$ cat config.mk
export PLATFORM = sky130hd
export DESIGN_NAME = bc1_bc2_bc3_block_decoder
export DESIGN_NICKNAME = d
export VERILOG_FILES = /design/src/design/bcdec_pkg.sv /design/src/design/bcdec_front.sv /design/src/design/bcdec_queue.sv /design/src/design/bcdec_back.sv /design/src/design/bc1_bc2_bc3_block_decoder.sv
export SDC_FILE = /design/constraint.sdc
export NUM_CORES = 2
export LEC_CHECK = 0
export BUFFER_PORTS_ARGS = -buffer_cell sky130_fd_sc_hd__buf_4
export CORE_MARGIN = 2
export CORE_UTILIZATION = 69
export CTS_BUF_LIST = sky130_fd_sc_hd__clkbuf_8
export DETAILED_ROUTE_END_ITERATION = 12
export PLACE_DENSITY = 0.85
export REMOVE_ABC_BUFFERS = 1
export SETUP_SLACK_MARGIN = 0.3
export SLEW_MARGIN = 20
export SYNTH_ARGS = -nofsm -noshare
export SYNTH_HDL_FRONTEND = slang
export SYNTH_SLANG_ARGS = --single-unit
$ cat constraint.sdc
create_clock -name clk -period 37.2 [get_ports clk]
set_input_delay 1.86 -clock clk [delete_from_list [all_inputs] [get_ports clk]]
set_output_delay 1.86 -clock clk [all_outputs]
set_load 0.01 [all_outputs]
$ cat src/design/bcdec_pkg.sv
// ----------------------------------------------------------------------------
// bcdec_pkg
// types, constants and palette and alpha ramp helpers of the bc1/bc2/bc3 block decoder
// ----------------------------------------------------------------------------
package bcdec_pkg;

  localparam int MAX_SIDE    = 4096;
  localparam int SIDE_W      = 13;
  localparam int COORD_W     = 12;
  localparam int BLK_W       = 10;
  localparam int BCOUNT_W    = 11;
  localparam int CFG_IDX_W   = 2;
  localparam int QUEUE_DEPTH = 2;
  localparam int PTR_W       = (QUEUE_DEPTH > 1) ? $clog2(QUEUE_DEPTH) : 1;
  localparam int CNT_W       = $clog2(QUEUE_DEPTH + 1);

  localparam logic [1:0] FMT_BC1_RGB  = 2'd0;
  localparam logic [1:0] FMT_BC1_RGBA = 2'd1;
  localparam logic [1:0] FMT_BC2      = 2'd2;
  localparam logic [1:0] FMT_BC3      = 2'd3;

  localparam logic [CFG_IDX_W-1:0] REG_FORMAT       = 2'd0;
  localparam logic [CFG_IDX_W-1:0] REG_IMAGE_WIDTH  = 2'd1;
  localparam logic [CFG_IDX_W-1:0] REG_IMAGE_HEIGHT = 2'd2;

  typedef struct packed {
    logic [63:0] alpha_half;
    logic [63:0] colour_half;
  } block_t;

  typedef struct packed {
    logic [COORD_W-1:0] pixel_x;
    logic [COORD_W-1:0] pixel_y;
    logic [7:0]         red;
    logic [7:0]         green;
    logic [7:0]         blue;
    logic [7:0]         alpha;
    logic               last_of_block;
    logic               last_of_image;
  } texel_t;

  typedef struct packed {
    logic                 en;
    logic [CFG_IDX_W-1:0] index;
    logic [SIDE_W-1:0]    data;
  } cfg_wr_t;

  typedef struct packed {
    logic [3:0][2:0][7:0] rgb;
    logic                 clear3;
  } palette_t;

  typedef struct packed {
    palette_t           pal;
    logic [7:0][7:0]    ramp;
    logic [63:0]        alpha_bits;
    logic [31:0]        sel;
    logic [1:0]         fmt;
    logic [COORD_W-1:0] x0;
    logic [COORD_W-1:0] y0;
    logic [1:0]         last_px;
    logic [1:0]         last_py;
    logic               last_block;
  } block_entry_t;

  // truncating divides by reciprocal multiply, exact over the ranges used
  function automatic logic [7:0] div3(input logic [9:0] v);
    logic [25:0] p;
    p = {16'b0, v} * 26'd21846;
    return p[23:16];
  endfunction

  function automatic logic [7:0] div5(input logic [10:0] v);
    logic [26:0] p;
    p = {16'b0, v} * 27'd13108;
    return p[23:16];
  endfunction

  function automatic logic [7:0] div7(input logic [10:0] v);
    logic [26:0] p;
    p = {16'b0, v} * 27'd9363;
    return p[23:16];
  endfunction

  function automatic logic [2:0][7:0] widen565(input logic [15:0] c);
    logic [2:0][7:0] o;
    o[0] = {c[15:11], c[15:13]};
    o[1] = {c[10:5], c[10:9]};
    o[2] = {c[4:0], c[4:2]};
    return o;
  endfunction

  function automatic palette_t make_palette(input logic [15:0] c0, input logic [15:0] c1,
                                            input logic [1:0] fmt);
    palette_t        p;
    logic [2:0][7:0] e0;
    logic [2:0][7:0] e1;
    logic            four;
    e0   = widen565(c0);
    e1   = widen565(c1);
    four = (fmt == FMT_BC2) || (fmt == FMT_BC3) || (c0 > c1);
    p.rgb[0] = e0;
    p.rgb[1] = e1;
    p.clear3 = 1'b0;
    for (int k = 0; k < 3; k++) begin
      if (four) begin
        p.rgb[2][k] = div3({1'b0, e0[k], 1'b0} + {2'b0, e1[k]});
        p.rgb[3][k] = div3({1'b0, e1[k], 1'b0} + {2'b0, e0[k]});
      end else begin
        p.rgb[2][k] = 8'(({1'b0, e0[k]} + {1'b0, e1[k]}) >> 1);
        p.rgb[3][k] = 8'd0;
      end
    end
    if (!four && (fmt == FMT_BC1_RGBA)) begin
      p.clear3 = 1'b1;
    end
    return p;
  endfunction

  function automatic logic [7:0][7:0] make_ramp(input logic [7:0] a0, input logic [7:0] a1);
    logic [7:0][7:0] r;
    logic [10:0]     s;
    r[0] = a0;
    r[1] = a1;
    if (a0 > a1) begin
      for (int i = 0; i < 6; i++) begin
        s = ({3'b0, a0} * 11'(6 - i)) + ({3'b0, a1} * 11'(i + 1));
        r[2 + i] = div7(s);
      end
    end else begin
      for (int i = 0; i < 4; i++) begin
        s = ({3'b0, a0} * 11'(4 - i)) + ({3'b0, a1} * 11'(i + 1));
        r[2 + i] = div5(s);
      end
      r[6] = 8'd0;
      r[7] = 8'd255;
    end
    return r;
  endfunction

endpackage

$ cat src/design/bcdec_front.sv
// ----------------------------------------------------------------------------
// bcdec_front
// config registers, block position tracking and block classification
// ----------------------------------------------------------------------------
module bcdec_front
  import bcdec_pkg::*;
(
  input  logic         clk,
  input  logic         rst,
  input  cfg_wr_t      cfg,
  input  logic         in_valid,
  output logic         in_ready,
  input  block_t       in_data,
  input  logic         q_full,
  output logic         push,
  output block_entry_t push_data
);

  logic [1:0]          format;
  logic [SIDE_W-1:0]   image_width;
  logic [SIDE_W-1:0]   image_height;
  logic [BLK_W-1:0]    block_column;
  logic [BLK_W-1:0]    block_row;

  logic [SIDE_W-1:0]   w_eff;
  logic [SIDE_W-1:0]   h_eff;
  logic [BCOUNT_W-1:0] bx_count;
  logic [BCOUNT_W-1:0] by_count;
  logic                last_col;
  logic                last_row;
  logic [COORD_W-1:0]  x0;
  logic [COORD_W-1:0]  y0;
  logic [SIDE_W-1:0]   diff_x;
  logic [SIDE_W-1:0]   diff_y;

  function automatic logic [SIDE_W-1:0] clamp_side(input logic [SIDE_W-1:0] v);
    if (v == '0) begin
      return SIDE_W'(1);
    end else if (v > SIDE_W'(MAX_SIDE)) begin
      return SIDE_W'(MAX_SIDE);
    end
    return v;
  endfunction

  assign w_eff    = clamp_side(image_width);
  assign h_eff    = clamp_side(image_height);
  assign bx_count = BCOUNT_W'((w_eff + SIDE_W'(3)) >> 2);
  assign by_count = BCOUNT_W'((h_eff + SIDE_W'(3)) >> 2);
  assign last_col = ({1'b0, block_column} + BCOUNT_W'(1)) == bx_count;
  assign last_row = ({1'b0, block_row} + BCOUNT_W'(1)) == by_count;
  assign x0       = {block_column, 2'b00};
  assign y0       = {block_row, 2'b00};
  assign diff_x   = w_eff - {1'b0, x0};
  assign diff_y   = h_eff - {1'b0, y0};

  assign in_ready = !q_full;
  assign push     = in_valid && in_ready;

  always_comb begin
    push_data.pal        = make_palette(in_data.colour_half[15:0],
                                        in_data.colour_half[31:16], format);
    push_data.ramp       = make_ramp(in_data.alpha_half[7:0], in_data.alpha_half[15:8]);
    push_data.alpha_bits = in_data.alpha_half;
    push_data.sel        = in_data.colour_half[63:32];
    push_data.fmt        = format;
    push_data.x0         = x0;
    push_data.y0         = y0;
    push_data.last_px    = (diff_x >= SIDE_W'(4)) ? 2'd3 : 2'(diff_x - SIDE_W'(1));
    push_data.last_py    = (diff_y >= SIDE_W'(4)) ? 2'd3 : 2'(diff_y - SIDE_W'(1));
    push_data.last_block = last_col && last_row;
  end

  always_ff @(posedge clk) begin
    if (rst) begin
      format       <= FMT_BC1_RGB;
      image_width  <= SIDE_W'(MAX_SIDE);
      image_height <= SIDE_W'(MAX_SIDE);
      block_column <= '0;
      block_row    <= '0;
    end else if (cfg.en) begin
      unique case (cfg.index)
        REG_FORMAT: begin
          format <= cfg.data[1:0];
        end
        REG_IMAGE_WIDTH: begin
          image_width  <= cfg.data;
          block_column <= '0;
          block_row    <= '0;
        end
        REG_IMAGE_HEIGHT: begin
          image_height <= cfg.data;
          block_column <= '0;
          block_row    <= '0;
        end
        default: begin
        end
      endcase
    end else if (push) begin
      if (last_col) begin
        block_column <= '0;
        block_row    <= last_row ? '0 : block_row + BLK_W'(1);
      end else begin
        block_column <= block_column + BLK_W'(1);
      end
    end
  end

endmodule

$ cat src/design/bcdec_queue.sv
// ----------------------------------------------------------------------------
// bcdec_queue
// short queue of classified blocks between front and back
// ----------------------------------------------------------------------------
module bcdec_queue
  import bcdec_pkg::*;
(
  input  logic         clk,
  input  logic         rst,
  input  logic         push,
  input  block_entry_t push_data,
  output logic         full,
  input  logic         pop,
  output block_entry_t head,
  output logic         head_valid
);

  block_entry_t       entries [QUEUE_DEPTH];
  logic [PTR_W-1:0]   wr_ptr;
  logic [PTR_W-1:0]   rd_ptr;
  logic [CNT_W-1:0]   count;

  function automatic logic [PTR_W-1:0] bump(input logic [PTR_W-1:0] p);
    return (p == PTR_W'(QUEUE_DEPTH - 1)) ? '0 : p + PTR_W'(1);
  endfunction

  assign full       = count == CNT_W'(QUEUE_DEPTH);
  assign head_valid = count != '0;
  assign head       = entries[rd_ptr];

  always_ff @(posedge clk) begin
    if (push) begin
      entries[wr_ptr] <= push_data;
    end
  end

  always_ff @(posedge clk) begin
    if (rst) begin
      wr_ptr <= '0;
      rd_ptr <= '0;
      count  <= '0;
    end else begin
      if (push) begin
        wr_ptr <= bump(wr_ptr);
      end
      if (pop) begin
        rd_ptr <= bump(rd_ptr);
      end
      if (push && !pop) begin
        count <= count + CNT_W'(1);
      end else if (pop && !push) begin
        count <= count - CNT_W'(1);
      end
    end
  end

endmodule

$ cat src/design/bcdec_back.sv
// ----------------------------------------------------------------------------
// bcdec_back
// texel sequencer: while the output is not stalled, walks the in-image texels of the head block, one a cycle
// ----------------------------------------------------------------------------
module bcdec_back
  import bcdec_pkg::*;
(
  input  logic         clk,
  input  logic         rst,
  input  block_entry_t head,
  input  logic         head_valid,
  output logic         pop,
  output logic         out_valid,
  input  logic         out_ready,
  output texel_t       out_data
);

  logic [1:0]           px;
  logic [1:0]           py;
  logic [3:0]           t;
  logic                 advance;
  logic                 end_row;
  logic                 end_blk;
  logic [15:0][1:0]     sels;
  logic [15:0][3:0]     nibs;
  logic [15:0][2:0]     aidx;
  logic [1:0]           s;
  logic [7:0]           a;
  texel_t               texel;

  assign t       = {py, px};
  assign sels    = head.sel;
  assign nibs    = head.alpha_bits;
  assign aidx    = head.alpha_bits[63:16];
  assign s       = sels[t];
  assign advance = head_valid && (!out_valid || out_ready);
  assign end_row = px == head.last_px;
  assign end_blk = end_row && (py == head.last_py);
  assign pop     = advance && end_blk;

  always_comb begin
    case (head.fmt)
      FMT_BC2: a = {nibs[t], nibs[t]};
      FMT_BC3: a = head.ramp[aidx[t]];
      default: a = ((s == 2'd3) && head.pal.clear3) ? 8'd0 : 8'd255;
    endcase
    texel.pixel_x       = {head.x0[COORD_W-1:2], px};
    texel.pixel_y       = {head.y0[COORD_W-1:2], py};
    texel.red           = head.pal.rgb[s][0];
    texel.green         = head.pal.rgb[s][1];
    texel.blue          = head.pal.rgb[s][2];
    texel.alpha         = a;
    texel.last_of_block = end_blk;
    texel.last_of_image = end_blk && head.last_block;
  end

  always_ff @(posedge clk) begin
    if (advance) begin
      out_data <= texel;
    end
  end

  always_ff @(posedge clk) begin
    if (rst) begin
      out_valid <= 1'b0;
      px        <= '0;
      py        <= '0;
    end else begin
      if (advance) begin
        out_valid <= 1'b1;
      end else if (out_ready) begin
        out_valid <= 1'b0;
      end
      if (advance) begin
        if (end_row) begin
          px <= '0;
          py <= end_blk ? 2'd0 : py + 2'd1;
        end else begin
          px <= px + 2'd1;
        end
      end
    end
  end

endmodule

$ cat src/design/bc1_bc2_bc3_block_decoder.sv
// ----------------------------------------------------------------------------
// bc1_bc2_bc3_block_decoder
// decodes bc1/bc2/bc3 4x4 blocks in row-major block order to rgba8888 texels
// ----------------------------------------------------------------------------
// Each accepted block produces its in-image texels, row by row, from the
// back-end sequencer, which sets the sustained rate of one texel per cycle
// while out_ready is high: 16 texels for a full block, fewer (columns x rows)
// for blocks clipped at the right or bottom edge. The front end builds palette
// and alpha ramp in the accept cycle and takes a new block every cycle while
// the 2-entry block queue has room, so blocks stream without gaps; the first
// texel of a block passes through its queue entry and the output register.
// Configuration is written through wr_en/wr_index/wr_data; writing width or
// height restarts at block (0,0). There is no clearing pass after reset.
module bc1_bc2_bc3_block_decoder
  import bcdec_pkg::*;
(
  input  logic                 clk,
  input  logic                 rst,
  input  logic                 in_valid,
  output logic                 in_ready,
  input  block_t               in_data,
  output logic                 out_valid,
  input  logic                 out_ready,
  output texel_t               out_data,
  input  logic                 wr_en,
  input  logic [CFG_IDX_W-1:0] wr_index,
  input  logic [SIDE_W-1:0]    wr_data
);

  cfg_wr_t      cfg;
  logic         q_full;
  logic         push;
  block_entry_t push_data;
  logic         pop;
  block_entry_t head;
  logic         head_valid;

  assign cfg.en    = wr_en;
  assign cfg.index = wr_index;
  assign cfg.data  = wr_data;

  bcdec_front u_front (
    .clk       (clk),
    .rst       (rst),
    .cfg       (cfg),
    .in_valid  (in_valid),
    .in_ready  (in_ready),
    .in_data   (in_data),
    .q_full    (q_full),
    .push      (push),
    .push_data (push_data)
  );

  bcdec_queue u_queue (
    .clk        (clk),
    .rst        (rst),
    .push       (push),
    .push_data  (push_data),
    .full       (q_full),
    .pop        (pop),
    .head       (head),
    .head_valid (head_valid)
  );

  bcdec_back u_back (
    .clk        (clk),
    .rst        (rst),
    .head       (head),
    .head_valid (head_valid),
    .pop        (pop),
    .out_valid  (out_valid),
    .out_ready  (out_ready),
    .out_data   (out_data)
  );

endmodule

# Word-level counts from Yosys, hierarchy flattened

Memories as Yosys holds them, arrays and structs flattened. A register that Yosys moved wholly into a read port is not among the register bits.
Cells that the tools add are included.

Bits in writable memories: 568
Output and inout port bits: 60
Register bits after elaboration: 115
Memories kept: 1

Order comparisons: 9
$mul: 22
Multiplexer cells: 52
$add $sub $neg: 35
Reductions and logical operators: 33
Eq/ne operators: 14

Memory list:

| memory          | depth | width | rd ports | clocked after Yosys merged registers in | wr ports | RTL line          | text |
|---|---|---|---|---|---|---|---|
| u_queue.entries | 2     | 284   | 1        | 1                                       | 1        | bcdec_queue.sv:18 | `block_entry_t entries [QUEUE_DEPTH];` |

Operator list:

| operator               | number |
|---|---|
| $mul 11x14->24 const B | 6 |
| $mul 10x14->23 const B | 6 |
| $mul 11x12->22 const B | 4 |
| $mux 10                | 8 |
| $mux 13                | 6 |
| $mux 8                 | 8 |
| $add 9x8->10           | 6 |
| $bmux 24 s2            | 1 |
| $mux 48                | 1 |
| $mul 8x2->10 const B   | 4 |
| $add 8x8->9            | 3 |
| $add 13x2->13 const B  | 2 |
| $ge 13x3->1 const B    | 2 |
| $gt 13x13->1 const B   | 2 |
| $logic_not 13->1       | 2 |
| $sub 13x12->13         | 2 |
| $bmux 8 s3             | 1 |
| $mux 24                | 1 |
| $add 10x1->11 const B  | 2 |
| $add 10x10->11         | 2 |
| $eq 11x11->1           | 2 |
| $mul 8x3->11 const B   | 2 |
| $add 10x1->10 const B  | 2 |
| $bmux 4 s4             | 1 |
| 35 further kinds       | 89 |

# Longest topological paths before layout

Depth in word-level cells: 10
Depth in mapped cells: 33

# Hierarchy

A second synthesis with hierarchy kept.

Cell total of the unflattened synthesis: 6041
Area total of the unflattened synthesis: 68776.0 um2

By module, submodules not included:

| module      | times used | cells each | sequential area each (um2) | area each (um2) |
|---|---|---|---|---|
| bcdec_front | 1          | 4698       | 960.9                      | 41972.8 |
| bcdec_queue | 1          | 918        | 17396.7                    | 21820.9 |
| bcdec_back  | 1          | 425        | 1841.8                     | 4982.3 |

# Least setup slack after synthesis

No wires, ideal clock.

Path type: in2reg
Start point: input in_valid
End point: memory u_queue.entries[0][0] (netlist name) (enable)
Arrival: 12412 ps
Data required time: 36330 ps
Setup slack: 23918 ps
Path buffers: 0
Cell stages on the path: 2
Setup time: 870 ps
Cells stage by stage: nand2_1 > nor2_1

Cells in the longest elaborated chain, start to end: 3

Ends and longest elaborated chain:

| what                         | RTL line                        | text |
|---|---|---|
| start, declared              | bc1_bc2_bc3_block_decoder.sv:19 | `input logic in_valid,` |
| $logic_and 1x1->1            | bcdec_front.sv:57               | `assign push = in_valid && in_ready;` |
| $mux 1                       | bcdec_queue.sv:32               | `if (push) begin` |
| $mux 1 (implied by the code) | bcdec_queue.sv:33               | `entries[wr_ptr] <= push_data;` |
| end, declared                | bcdec_queue.sv:18               |  |

No other way between the ends.

==> results_dict.tcl <==
set metrics [dict create \
    drive_above_1_share 0.0866 \
    post-dp-hpwl_um 113000 \
    tritoncts "done" \
    grt_pass1_wl_um 231000 \
    rsz0062_at_grt "no" \
    ys_async_sr_fraction 0 \
    synth_edf_count 562 \
    cts_resized 0 \
    synth_area_um2 62900 \
    crit_top_cell "ha_1" \
    grt-ovfl-total 0 \
    first_global_vias 45166 \
    cp-endpoint "u_queue.entries[1][170]" \
    synthCells 5627 \
    antenna_found_initial 4 \
    core-area_um2 90100 \
    htreeDepth 3 \
    synth.yosys.seq_area_share 0.287 \
    setup-violations-final 0 \
    fin_crit_sh 0.253 \
    grt_max_degree 152 \
    critPathArrivalTime_ns 9.96 \
    report.final.slew_viol_count 0 \
    viasPerCell 6.06 \
    cts_setup_buffers 0 \
    fin_tns_setup_ns 0 \
    cpPeakStageDelay_ns 0.58 \
    gr-usage-all-layers 0.311 \
    synth_cell_types 95 \
    startpoint "in_data[64]" \
    min_from "u_front.image_width[1]" \
    crit_path_end_kind "flip-flop" \
    fmax_ghz 0.106 \
    drc_errors 0 \
    status "finished, final reports clean" \
    regArea_um2 18000 \
    gp_congestion 0.927 \
    ys_top_cells_by_area "edfxtp_1 27%, ha_1 25%, fa_1 14%" \
    hold_viol_final 0 \
    routed_wl_um 143000 \
    hp-class "reg2reg" \
    synth_top_area_cell "edfxtp_1" \
    root_buffer "clkbuf_8" \
    multi_input_area_um2 40800 \
    start_util 0.698 \
    final_common_cell "ha_1" \
    pin_count 208 \
    r2r_cells 10 \
    slew_headroom 0.280 \
    yosysWarnings 0 \
    clk_pin_slew_worst_paths_ns 0.06 \
    fill_cells 5716 \
    die-area_um2 93600 \
    most-common-layout-cells "1,265 x ha_1, 997 x inv_1, 562 x edfxtp_1" \
    hold_buffers 0 \
    critical_path_class "in2reg" \
    nets 7725 \
    r2r_end "u_back.out_data[5]" \
    crit_required_ns 37.75 \
    worst-r2r-setup-slack_ns 32.64 \
    clk_latency_ns 0.75 \
    synth_top_flop_cell "edfxtp_1" \
    slowest_stage "o41ai_1" \
    ys_seq_elements 620 \
    initialDrtViolationCount 3221 \
    die_y_um 306 \
    num_rows 110 \
    avgSynthCellArea_um2 11.2 \
    vias 43179 \
    clock_sinks 620 \
    clock_path_buffers 3 \
    final_util 0.750 \
    drtAntennaViolNets 0 \
    die_w_um 306 \
    synth_top_area_share 0.268 \
    clock_skew_ns 0.0430 \
    portBuffers 207 \
    cap_violations 0 \
    dpl_cell_area_um2 65700 \
    path_depth 30 \
    worstSetupStartpointType "primary input" \
    min_period_ns 9.41 \
    worstMarginPinSlew_ns 1.08 \
    drtPass1Iterations 8 \
    cts_made_buffers 95 \
    crit_buf_inv 5 \
    final_area_um2 67600 \
    area_growth_pct 7.41 \
    routedWlPerCell_um 20.1 \
    critPathTopFamily "adder cells" \
    cp_max_fo 27 \
]
-- metrics by stage --
step | instances | hold WS, ns | setup slack (ns)
4_1_cts | 7122 | 0.494 | 27.87
3_5_place_dp | 6946 | 0.484 | 27.14
5_1_grt | 7123 | 0.522 | 27.36
3_3_place_gp | 6946 | 0.471 | 27.37
6_report | 7125 | 0.494 | 27.79
2_1_floorplan | 5537 | 0.439 | 23.92
-- final cells by class --
type,count,area share
antenna,3,0.000111
clock buffer,100,0.0204
clock inverter,76,0.00794
inverter,969,0.0538
multi-input combinational,3948,0.603
sequential,620,0.267
tap,1176,0.0218
timing repair buffer,233,0.0261
-- cells by family after synthesis --
kind of cell / Yosys count / synth area share
buf+inv: 1059 / 0.0665
simple gates: 860 / 0.0678
flops: 620 / 0.287
xor+xnor: 328 / 0.0464
compound gates: 802 / 0.0805
fa+ha+maj: 1710 / 0.393
mux: 248 / 0.0591
-- worst register-to-register path: stages (launching register included) --
cell and delay [ns]:
dfxtp_4 0.62, buf_4 0.76, mux2i_1 0.48, mux4_2 0.30, o22ai_1 0.12, a21oi_4 0.16, buf_4 0.84, mux2i_1 0.59
a22oi_1 0.17, nand3_1 0.15, nand3_1 0.09
-- registers in the layout, indices dropped and copies added, names as in the netlist, named ones only --
signal and flops:
u_back.py 2, u_back.out_valid 1, u_queue.entries 504, u_back.out_data 58, u_front.block_row 10, u_queue.count 2, u_front.image_width 13, u_front.block_column 10
u_queue.wr_ptr 1, u_back.px 2, u_front.format 2, u_front.image_height 13, u_queue.rd_ptr 1
-- synthesized netlist by cell type, types with 16 or more instances --
library cell	count
o21ai_1	25
mux2i_1	120
inv_1	967
a21o_1	56
and2_1	18
nor2b_1	57
a22oi_1	24
and3_1	30
a211oi_1	33
xnor2_1	225
nand2_1	214
xor2_1	99
o21ai_0	133
nand2b_1	32
o211ai_1	20
buf_2	18
edfxtp_1	562
clkbuf_1	44
or3_1	28
a21oi_1	283
mux4_1	16
nand4_1	36
dfxtp_1	58
nor2_1	211
mux4_2	73
o21a_1	25
ha_1	1265
nor3_1	65
a31oi_1	24
nand3_1	77
o21bai_1	51
mux2_2	35
fa_1	445
-- worst min path at each step --
stage	end	slack [ns]	cells after the start
2_1_floorplan	u_queue.entries[0][25]	0.44	0
3_3_place_gp	u_front.image_width[0]	0.47	2
3_5_place_dp	u_front.image_height[8]	0.48	2
4_1_cts	u_front.image_height[8]	0.49	2
5_1_grt	u_front.image_height[8]	0.52	2
6_report	u_front.image_width[1]	0.49	2
-- routing by layer --
layer  up-vias  part of all wire  global-route usage
li1      20224                 -                   -
met4         4             0.039               0.117
met1     21075              0.40               0.403
met5         -           0.00012                   0
met2      1538              0.48               0.528
met3       338             0.075              0.0504
Power is not shown: default switching activity piles up to over one toggle a cycle in this logic, so the estimate is an artifact.
